## src/design/scf_pkg.sv

```systemverilog
// Shared types and constants for the sprite chain flush sequencer.
// No dependencies; the sequencer, cfg, ctrl and datapath files import this package.
package scf_pkg;

    // Layer geometry and video memory map
    localparam logic [4:0]  MAX_COLUMNS  = 5'd21;
    localparam logic [15:0] Y_ORIGIN     = 16'd496;
    localparam logic [15:0] SHRINK_BASE  = 16'd32768;
    localparam logic [15:0] YCTRL_BASE   = 16'd33280;
    localparam logic [15:0] XPOS_BASE    = 16'd33792;
    localparam logic [15:0] STICKY_WORD  = 16'h0040;

    // Position words carry pixels times 128; one column is 16 pixels wide
    localparam int POS_SHIFT    = 7;
    localparam int COLUMN_SHIFT = 4;

    // Configuration register map
    localparam int          CFG_ADDR_W        = 3;
    localparam logic        CFG_BASE_SPRITE   = 1'b0;
    localparam logic        CFG_COLUMN_HEIGHT = 1'b1;
    localparam logic [8:0]  BASE_SPRITE_RST   = 9'd0;
    localparam logic [5:0]  COLUMN_HEIGHT_RST = 6'd32;

    // Sequencer phases, one-hot
    typedef enum logic [6:0] {
        ST_IDLE   = 7'b0000001,
        ST_SHRINK = 7'b0000010,
        ST_LAYOUT = 7'b0000100,
        ST_YDRV0  = 7'b0001000,
        ST_YDRV1  = 7'b0010000,
        ST_XDRV0  = 7'b0100000,
        ST_XDRV1  = 7'b1000000
    } scf_state_t;

    // Controller to datapath
    typedef struct packed {
        scf_state_t phase;
        logic       load;
        logic       emit;
        logic       slot_clr;
        logic       slot_inc;
        logic       last;
    } scf_cmd_t;

    // Datapath to controller
    typedef struct packed {
        logic [3:0] mask;
        logic       wrap;
        logic       slot_end;
    } scf_status_t;

endpackage

```

## src/design/scf_if.sv

```systemverilog
// Handshake channels of the sprite chain flush sequencer.
// Request channel in, video memory write channel out; no dependencies.
interface scf_req_if;
    logic              valid;
    logic              ready;
    logic [3:0]        dirty_mask;
    logic [4:0]        columns;
    logic [4:0]        left_slot;
    logic signed [9:0] base_x;
    logic signed [9:0] y_pos;
    logic [11:0]       shrink_word;

    modport source (
        output valid, dirty_mask, columns, left_slot, base_x, y_pos, shrink_word,
        input  ready
    );
    modport sink (
        input  valid, dirty_mask, columns, left_slot, base_x, y_pos, shrink_word,
        output ready
    );
endinterface

interface scf_wr_if;
    logic        valid;
    logic        ready;
    logic [15:0] vram_addr;
    logic [15:0] vram_data;
    logic        last;

    modport source (
        output valid, vram_addr, vram_data, last,
        input  ready
    );
    modport sink (
        input  valid, vram_addr, vram_data, last,
        output ready
    );
endinterface

```

## src/design/sprite_chain_flush_sequencer.sv

```systemverilog
// After a request is accepted, its first write enters the output register when
// that has room. Throughput: one write per cycle while the sink keeps ready high;
// a request with N writes (N up to 2*MAX_COLUMNS+2) holds the request channel.
// The next request is taken once the final write sits in the output register.
// Reset: rst_n clears the sequencer to idle and the output to empty at once;
// base_sprite returns to 0 and column_height to 32. No clearing pass.
module sprite_chain_flush_sequencer
    import scf_pkg::*;
(
    input  logic                  clk,
    input  logic                  rst_n,
    scf_req_if.sink               req,
    scf_wr_if.source              wr,
    input  logic                  psel,
    input  logic                  penable,
    input  logic                  pwrite,
    input  logic [CFG_ADDR_W-1:0] paddr,
    input  logic [31:0]           pwdata,
    output logic [31:0]           prdata,
    output logic                  pready
);

    logic [8:0]  base_sprite;
    logic [5:0]  column_height;
    scf_cmd_t    cmd;
    scf_status_t sts;

    // Configuration registers
    scf_cfg u_cfg (
        .clk           (clk),
        .rst_n         (rst_n),
        .psel          (psel),
        .penable       (penable),
        .pwrite        (pwrite),
        .paddr         (paddr),
        .pwdata        (pwdata),
        .prdata        (prdata),
        .pready        (pready),
        .base_sprite   (base_sprite),
        .column_height (column_height)
    );

    // Phase sequencer
    scf_ctrl u_ctrl (
        .clk       (clk),
        .rst_n     (rst_n),
        .in_valid  (req.valid),
        .in_mask   (req.dirty_mask),
        .in_ready  (req.ready),
        .out_ready (wr.ready),
        .out_valid (wr.valid),
        .sts       (sts),
        .cmd       (cmd)
    );

    // Address and data generation
    scf_dp u_dp (
        .clk           (clk),
        .rst_n         (rst_n),
        .cmd           (cmd),
        .sts           (sts),
        .base_sprite   (base_sprite),
        .column_height (column_height),
        .dirty_mask    (req.dirty_mask),
        .columns       (req.columns),
        .left_slot     (req.left_slot),
        .base_x        (req.base_x),
        .y_pos         (req.y_pos),
        .shrink_word   (req.shrink_word),
        .vram_addr     (wr.vram_addr),
        .vram_data     (wr.vram_data),
        .last          (wr.last)
    );

endmodule

```

## src/design/scf_cfg.sv

```systemverilog
// APB-style configuration registers: base sprite index and column height.
// Depends on scf_pkg for the register map and reset values.
module scf_cfg
    import scf_pkg::*;
(
    input  logic                  clk,
    input  logic                  rst_n,
    input  logic                  psel,
    input  logic                  penable,
    input  logic                  pwrite,
    input  logic [CFG_ADDR_W-1:0] paddr,
    input  logic [31:0]           pwdata,
    output logic [31:0]           prdata,
    output logic                  pready,
    output logic [8:0]            base_sprite,
    output logic [5:0]            column_height
);

    logic [8:0] base_sprite_reg;
    logic [5:0] column_height_reg;
    logic       wr_en;
    logic       reg_sel;

    assign pready  = 1'b1;
    assign wr_en   = psel && penable && pwrite;
    assign reg_sel = paddr[2];

    // Write on the access cycle
    always_ff @(posedge clk or negedge rst_n)
    begin
        if (!rst_n)
        begin
            base_sprite_reg   <= BASE_SPRITE_RST;
            column_height_reg <= COLUMN_HEIGHT_RST;
        end
        else if (wr_en)
        begin
            if (reg_sel == CFG_BASE_SPRITE)
            begin
                base_sprite_reg <= pwdata[8:0];
            end
            else
            begin
                column_height_reg <= pwdata[5:0];
            end
        end
    end

    // Read back
    always_comb
    begin
        if (reg_sel == CFG_BASE_SPRITE)
        begin
            prdata = {23'd0, base_sprite_reg};
        end
        else
        begin
            prdata = {26'd0, column_height_reg};
        end
    end

    assign base_sprite   = base_sprite_reg;
    assign column_height = column_height_reg;

endmodule

```

## src/design/scf_ctrl.sv

```systemverilog
// Phase sequencer: walks shrink, layout, driver Y and driver X phases.
// Depends on scf_pkg for the state, command and status types.
module scf_ctrl
    import scf_pkg::*;
(
    input  logic        clk,
    input  logic        rst_n,
    input  logic        in_valid,
    input  logic [3:0]  in_mask,
    output logic        in_ready,
    input  logic        out_ready,
    output logic        out_valid,
    input  scf_status_t sts,
    output scf_cmd_t    cmd
);

    scf_state_t state_reg;
    scf_state_t state_next;
    scf_state_t first_phase;
    scf_state_t follow;
    logic       out_valid_reg;
    logic       out_valid_next;
    logic       can_emit;
    logic       phase_done;

    // Pick the first phase of a fresh request
    always_comb
    begin
        priority if (in_mask[0])
        begin
            first_phase = ST_SHRINK;
        end
        else if (in_mask[1])
        begin
            first_phase = ST_LAYOUT;
        end
        else if (in_mask[2])
        begin
            first_phase = ST_YDRV0;
        end
        else if (in_mask[3])
        begin
            first_phase = ST_XDRV0;
        end
        else
        begin
            first_phase = ST_IDLE;
        end
    end

    // Phase that follows the current one
    always_comb
    begin
        unique case (state_reg)
            ST_SHRINK:
            begin
                priority if (sts.mask[1])
                begin
                    follow = ST_LAYOUT;
                end
                else if (sts.mask[2])
                begin
                    follow = ST_YDRV0;
                end
                else if (sts.mask[3])
                begin
                    follow = ST_XDRV0;
                end
                else
                begin
                    follow = ST_IDLE;
                end
            end
            ST_LAYOUT:
            begin
                follow = ST_XDRV0;
            end
            ST_YDRV0:
            begin
                priority if (sts.wrap)
                begin
                    follow = ST_YDRV1;
                end
                else if (sts.mask[3])
                begin
                    follow = ST_XDRV0;
                end
                else
                begin
                    follow = ST_IDLE;
                end
            end
            ST_YDRV1:
            begin
                follow = sts.mask[3] ? ST_XDRV0 : ST_IDLE;
            end
            ST_XDRV0:
            begin
                follow = sts.wrap ? ST_XDRV1 : ST_IDLE;
            end
            default:
            begin
                follow = ST_IDLE;
            end
        endcase
    end

    assign in_ready   = (state_reg == ST_IDLE);
    assign can_emit   = !out_valid_reg || out_ready;
    assign phase_done = !((state_reg == ST_SHRINK) || (state_reg == ST_LAYOUT))
                        || sts.slot_end;

    // Issue one write per cycle while the output register has room
    always_comb
    begin
        cmd            = '0;
        cmd.phase      = state_reg;
        state_next     = state_reg;
        out_valid_next = out_valid_reg;
        if (out_ready)
        begin
            out_valid_next = 1'b0;
        end
        if (state_reg == ST_IDLE)
        begin
            if (in_valid)
            begin
                cmd.load   = 1'b1;
                state_next = first_phase;
            end
        end
        else if (can_emit)
        begin
            cmd.emit       = 1'b1;
            out_valid_next = 1'b1;
            if (phase_done)
            begin
                cmd.slot_clr = 1'b1;
                cmd.last     = (follow == ST_IDLE);
                state_next   = follow;
            end
            else
            begin
                cmd.slot_inc = 1'b1;
            end
        end
    end

    always_ff @(posedge clk or negedge rst_n)
    begin
        if (!rst_n)
        begin
            state_reg     <= ST_IDLE;
            out_valid_reg <= 1'b0;
        end
        else
        begin
            state_reg     <= state_next;
            out_valid_reg <= out_valid_next;
        end
    end

    assign out_valid = out_valid_reg;

endmodule

```

## src/design/scf_dp.sv

```systemverilog
// Datapath: request capture, clamping, control word math and the output register.
// Depends on scf_pkg for constants and the command and status types.
module scf_dp
    import scf_pkg::*;
(
    input  logic              clk,
    input  logic              rst_n,
    input  scf_cmd_t          cmd,
    output scf_status_t       sts,
    input  logic [8:0]        base_sprite,
    input  logic [5:0]        column_height,
    input  logic [3:0]        dirty_mask,
    input  logic [4:0]        columns,
    input  logic [4:0]        left_slot,
    input  logic signed [9:0] base_x,
    input  logic signed [9:0] y_pos,
    input  logic [11:0]       shrink_word,
    output logic [15:0]       vram_addr,
    output logic [15:0]       vram_data,
    output logic              last
);

    logic [3:0]  mask_reg;
    logic [4:0]  cols_reg;
    logic [4:0]  left_reg;
    logic [4:0]  slot_reg;
    logic [15:0] yword_reg;
    logic [15:0] xword0_reg;
    logic [15:0] xword1_reg;
    logic [11:0] shrink_reg;
    logic [15:0] addr_reg;
    logic [15:0] data_reg;
    logic        last_reg;

    logic [4:0]  cols_nz;
    logic [4:0]  cols_sat;
    logic [4:0]  left_clamp;
    logic [15:0] y_ext;
    logic [15:0] x_ext;
    logic [15:0] y_diff;
    logic [15:0] x_wrap;
    logic [4:0]  span;
    logic [15:0] base_ext;
    logic [15:0] slot_ext;
    logic [15:0] left_ext;
    logic        driver;
    logic [15:0] addr_next;
    logic [15:0] data_next;

    // Clamp the ring geometry
    assign cols_nz    = (columns == 5'd0) ? 5'd1 : columns;
    assign cols_sat   = (cols_nz > MAX_COLUMNS) ? MAX_COLUMNS : cols_nz;
    assign left_clamp = (left_slot >= cols_sat) ? (cols_sat - 5'd1) : left_slot;

    // Control words, all modulo 2^16
    assign y_ext  = {{6{y_pos[9]}}, y_pos};
    assign x_ext  = {{6{base_x[9]}}, base_x};
    assign y_diff = Y_ORIGIN - y_ext;
    assign span   = cols_sat - left_clamp;
    assign x_wrap = x_ext + {7'd0, span, 4'd0};

    // Capture the request
    always_ff @(posedge clk)
    begin
        if (cmd.load)
        begin
            mask_reg   <= dirty_mask;
            cols_reg   <= cols_sat;
            left_reg   <= left_clamp;
            shrink_reg <= shrink_word;
            yword_reg  <= {y_diff[15-POS_SHIFT:0], {POS_SHIFT{1'b0}}} + {10'd0, column_height};
            xword0_reg <= {x_ext[15-POS_SHIFT:0], {POS_SHIFT{1'b0}}};
            xword1_reg <= {x_wrap[15-POS_SHIFT:0], {POS_SHIFT{1'b0}}};
        end
    end

    // Slot counter for the per-column phases
    always_ff @(posedge clk or negedge rst_n)
    begin
        if (!rst_n)
        begin
            slot_reg <= 5'd0;
        end
        else if (cmd.load || cmd.slot_clr)
        begin
            slot_reg <= 5'd0;
        end
        else if (cmd.slot_inc)
        begin
            slot_reg <= slot_reg + 5'd1;
        end
    end

    assign sts.mask     = mask_reg;
    assign sts.wrap     = (left_reg != 5'd0);
    assign sts.slot_end = (slot_reg == (cols_reg - 5'd1));

    assign base_ext = {7'd0, base_sprite};
    assign slot_ext = {11'd0, slot_reg};
    assign left_ext = {11'd0, left_reg};
    assign driver   = (slot_reg == left_reg) || (sts.wrap && (slot_reg == 5'd0));

    // Select the write for the current phase
    always_comb
    begin
        unique case (cmd.phase)
            ST_SHRINK:
            begin
                addr_next = SHRINK_BASE + base_ext + slot_ext;
                data_next = {4'd0, shrink_reg};
            end
            ST_LAYOUT:
            begin
                addr_next = YCTRL_BASE + base_ext + slot_ext;
                data_next = driver ? yword_reg : STICKY_WORD;
            end
            ST_YDRV0:
            begin
                addr_next = YCTRL_BASE + base_ext + left_ext;
                data_next = yword_reg;
            end
            ST_YDRV1:
            begin
                addr_next = YCTRL_BASE + base_ext;
                data_next = yword_reg;
            end
            ST_XDRV0:
            begin
                addr_next = XPOS_BASE + base_ext + left_ext;
                data_next = xword0_reg;
            end
            ST_XDRV1:
            begin
                addr_next = XPOS_BASE + base_ext;
                data_next = xword1_reg;
            end
            default:
            begin
                addr_next = '0;
                data_next = '0;
            end
        endcase
    end

    // Output register, loaded once per issued write
    always_ff @(posedge clk)
    begin
        if (cmd.emit)
        begin
            addr_reg <= addr_next;
            data_reg <= data_next;
            last_reg <= cmd.last;
        end
    end

    assign vram_addr = addr_reg;
    assign vram_data = data_reg;
    assign last      = last_reg;

endmodule

```

## src/flat_wrapper.sv

```systemverilog
// flat-port wrapper written by rule: the top's interface ports become plain ports
module sprite_chain_flush_sequencer_flat import scf_pkg::*;
  (clk, rst_n, psel, penable, pwrite, paddr, pwdata, prdata, pready, req_valid, req_dirty_mask, req_columns, req_left_slot, req_base_x, req_y_pos, req_shrink_word, req_ready, wr_valid, wr_vram_addr, wr_vram_data, wr_last, wr_ready);
  scf_req_if req_i ();
  scf_wr_if wr_i ();
  input  logic clk;
  input  logic rst_n;
  input  logic psel;
  input  logic penable;
  input  logic pwrite;
  input  logic [CFG_ADDR_W-1:0] paddr;
  input  logic [31:0] pwdata;
  output logic [31:0] prdata;
  output logic pready;
  input wire logic [$bits(req_i.valid)-1:0] req_valid;
  input wire logic [$bits(req_i.dirty_mask)-1:0] req_dirty_mask;
  input wire logic [$bits(req_i.columns)-1:0] req_columns;
  input wire logic [$bits(req_i.left_slot)-1:0] req_left_slot;
  input wire logic [$bits(req_i.base_x)-1:0] req_base_x;
  input wire logic [$bits(req_i.y_pos)-1:0] req_y_pos;
  input wire logic [$bits(req_i.shrink_word)-1:0] req_shrink_word;
  output wire logic [$bits(req_i.ready)-1:0] req_ready;
  output wire logic [$bits(wr_i.valid)-1:0] wr_valid;
  output wire logic [$bits(wr_i.vram_addr)-1:0] wr_vram_addr;
  output wire logic [$bits(wr_i.vram_data)-1:0] wr_vram_data;
  output wire logic [$bits(wr_i.last)-1:0] wr_last;
  input wire logic [$bits(wr_i.ready)-1:0] wr_ready;
  assign req_i.valid = req_valid;
  assign req_i.dirty_mask = req_dirty_mask;
  assign req_i.columns = req_columns;
  assign req_i.left_slot = req_left_slot;
  assign req_i.base_x = req_base_x;
  assign req_i.y_pos = req_y_pos;
  assign req_i.shrink_word = req_shrink_word;
  assign req_ready = req_i.ready;
  assign wr_valid = wr_i.valid;
  assign wr_vram_addr = wr_i.vram_addr;
  assign wr_vram_data = wr_i.vram_data;
  assign wr_last = wr_i.last;
  assign wr_i.ready = wr_ready;
  sprite_chain_flush_sequencer u_core (.clk(clk), .rst_n(rst_n), .req(req_i), .wr(wr_i), .psel(psel), .penable(penable), .pwrite(pwrite), .paddr(paddr), .pwdata(pwdata), .prdata(prdata), .pready(pready));
endmodule
```

## config.mk

```make
export PLATFORM = sky130hd
export DESIGN_NAME = sprite_chain_flush_sequencer_flat
export DESIGN_NICKNAME = d
export VERILOG_FILES = /design/src/design/scf_pkg.sv /design/src/design/scf_if.sv /design/src/design/sprite_chain_flush_sequencer.sv /design/src/design/scf_cfg.sv /design/src/design/scf_ctrl.sv /design/src/design/scf_dp.sv /design/src/flat_wrapper.sv
export SDC_FILE = /design/constraint.sdc
export NUM_CORES = 1
export LEC_CHECK = 0
export BUFFER_PORTS_ARGS = -buffer_cell sky130_fd_sc_hd__buf_2
export CAP_MARGIN = 20
export CORE_MARGIN = 5
export CORE_UTILIZATION = 30
export CTS_CLUSTER_DIAMETER = 50
export DETAILED_ROUTE_END_ITERATION = 10
export GPL_TIMING_DRIVEN = 1
export PLACE_DENSITY_LB_ADDON = 0.08
export RECOVER_POWER = 50
export SYNTH_ARGS = -nofsm -noshare
export SYNTH_HDL_FRONTEND = slang
export SYNTH_SLANG_ARGS = --single-unit
export TNS_END_PERCENT = 1
```

## constraint.sdc

```tcl
create_clock -name clk -period 8.32 [get_ports clk]
set_input_delay 2.496 -clock clk [delete_from_list [all_inputs] [get_ports clk]]
set_output_delay 2.496 -clock clk [all_outputs]
set_load 0.1 [all_outputs]
```

==> flow_summary.ini <==
[sta]
rsz0062_at_grt = no
hold_viol = 0
worst_pin_slew_ns = 3.19
finalClockSkew_ns = 0.0120
finalCritPeriodShare_pct = 89.7
fin_crit_ns = 7.47
fmax_ghz = 0.134
slew_violations = 86
relSlewSlack_pct = -113
finalSetupTns_ns = 0
setup_ws_ns = 0.854
setup_violations = 0

[yosys]
ys_ff_latch = 111
synth-main-ff-cell = edfxtp_1
ys_seq_area_share_pct = 49.1
synth_edf_count = 83
synth_cell_types = 79
synthArstFlopShare_pct = 25.2
syn_area_mm2 = 0.00651
synth_mux_area_share_pct = 5.63
synth-adder-area-share_pct = 7.65
yosys.area_share.simple_pct = 11.5
avgSynthCellArea_um2 = 11.6
synthXorXnorAreaFrac_pct = 5.65
synthCells = 563
synth_top_family_by_area = compound AO/OA/AOI/OAI gates
synth_compound_area_share_pct = 14.1
yosys_warnings = 0

[global_routing]
grt_usage_pct = 12.8
grt_pass1_vias = 4559
grt_max_degree = 57
gr-total-overflow = 0
grt_pass1_wl_mm = 24.8
grt_antenna_before_repair = 0

[clocking]
postCtsSetupBuffers = 0
path_clk_slew_ns = 0.08
clock_path_buffers = 2
cts.hold.buffers_added = 0
cts_resized = 0
cts_sinks = 111
cts-htree-levels = 3
tritoncts = done
root_buffer = clkbuf_16
insertion_delay_ns = 0.35
cts_made_buffers = 9

[routing]
wl_per_cell_um = 16.6
viasPerCell = 4.74
drtIter0Drc = 260
routed_wl_mm = 15.7
ant_nets = 0
drcViolationCount = 0
vias = 4473
first_pass_iters = 5

[setup_path]
crit_fanout = 7
cp-end-kind = register
path_class = in -> reg
crit_arrival_ns = 7.56
required_ns = 8.42
path_cells = clkbuf_1, inv_1, nor2_1, nor3_1, inv_1, ha_1, nand2b_1, a21o_1, maj3_1, a21oi_2, o21ai_0, ha_1, fa_1, inv_1, xnor2_1, xnor2_1, ha_1, a21o_1, a21oi_1, xor2_1, a2111oi_0, nor4_1, xnor2_1
slowest_stage = nor4_1
startpoint_type = input pin
cpPeakStageDelay_ns = 0.41

[finish]
multi_input_area_mm2 = 0.00297
ff_latch_area_mm2 = 0.00320
diodes = 0
area_growth_pct = 14.1
drive_above_1_share_pct = 22.3
nets = 784
largest_reg_flops = 16
final_util_pct = 34.4
num-fill-cells = 2220

[placed_design]
port-buffer-count = 100
gp_congestion = 0.806
dpl.hpwl_mm = 11.9
dp_slack_ns = 0.410

[job]
drv_cap = 2

[die]
die_y_um = 157
die_w_um = 157
pin_count = 156
initial_core_util_pct = 30.1
die_area_mm2 = 0.0248
coreArea_mm2 = 0.0216
fp-row-count = 54

[pwr]
power_mw = 2.90
power_density_mw_per_mm2 = 390
vdd_ir_drop_max_mv = 0.160
p_leak_nw = 3.18

[min_path]
hold_class = reg -> reg

[outcome]
run_status = finished, violations left
violations = max-capacitance violations, max-slew violations
final cells by class:
cell class	count	share of cell area (%)
clock inverter	6	1.06
sequential	111	43.0
timing repair buffer	103	6.77
clock buffer	9	3.03
multi-input combinational	405	39.9
inverter	30	1.51
tap	280	4.71
worst max-delay path: cells and delay by family:
kind / cells / cell delay, ns
XOR/XNOR: 4 / 0.69
buffers and inverters: 4 / 0.56
AND/OR/NAND/NOR: 4 / 1.01
AO/OA/AOI/OAI: 6 / 1.21
adder cells (fa/ha/maj): 5 / 1.60
cells by family after synthesis:
kind of cell               after synthesis
xor gates and xnor gates                42
DFF                                    111
buffers and inverters                   73
and+or+nand+nor                        142
AOI/OAI and AO/OA                      125
other                                    2
adders and majority gates               37
muxes                                   31
through the flow:
stage / hold WS, ns / area (um2) / cells
after CTS: 0.467 / 7490 / 944
after detailed placement: 0.450 / 7180 / 929
after global placement: 0.452 / 7180 / 929
final: 0.465 / 7430 / 944
after floorplan: 0.436 / 6610 / 589
after global routing: 0.492 / 7430 / 944
final timing paths:
kind / from / end / slack [ns] / depth (start not counted)
worst max-delay path: req_columns[4] / u_core.u_dp.xword1_reg[15] / 0.85 / 23
worst min-delay path: u_core.u_cfg.column_height[0] / u_core.u_dp.yword_reg[0] / 0.47 / 0
worst max register to register: u_core.u_ctrl.state_reg[3] / u_core.u_ctrl.state_reg[4] / 3.52 / 7
worst min register to register: u_core.u_cfg.column_height[0] / u_core.u_dp.yword_reg[0] / 0.47 / 0
max in group asynchronous: rst_n / u_core.u_cfg.base_sprite[5] / 4.80 / 1
min in group asynchronous: rst_n / u_core.u_ctrl.out_valid / 2.55 / 1
synth_stat cells, drive strengths merged, types with 7 or more instances:
cell    number  area (um2)
a21o        12        90.1
nor3        10        61.3
nand2       46         173
a22oi       11        82.6
o21ai       24         120
nor2        32         123
mux2        30         357
ha          31         388
edfxtp      83        2490
nand4        7        43.8
xnor2       19         166
buf         38         283
xor2        23         201
dfrtp       26         651
nand3       10        62.6
a22o         9        78.8
inv         30         113
a21oi       23         123
layout by cell type, fill, tap and decap left out, types with 4 or more instances in the layout:
master,n
edfxtp_1,83
a21oi_1,22
conb_1,28
a22oi_1,11
fa_1,5
a22o_1,9
xnor2_1,19
nor2_1,31
nor2b_1,4
dfrtp_1,26
inv_1,30
nand2b_1,5
a21o_1,12
nand4_1,7
clkbuf_1,14
nor4_1,5
nand3_1,10
mux2_4,5
ha_1,31
mux2_2,23
clkbuf_16,9
nand2_1,46
o21ai_0,24
nor3_1,9
xor2_1,23
buf_2,87
metal layers:
metal	vias up	GRT usage (%)	routed length (um)
met2	91	21.6	7720
met5	-	0	0
met1	2140	17.0	7100
met4	0	4.18	263
li1	2227	-	-
met3	15	1.79	586
power breakdown:
group	leakage, nW	total, mW	switching [mW]	internal [mW]
Sequential	1.14	0.985	0.113	0.872
Clock	0.149	0.452	0.214	0.238
Combinational	1.89	1.46	1.13	0.328
Total	3.18	2.90	1.46	1.44
No activity file was read; power rests on OpenSTA's default activity.
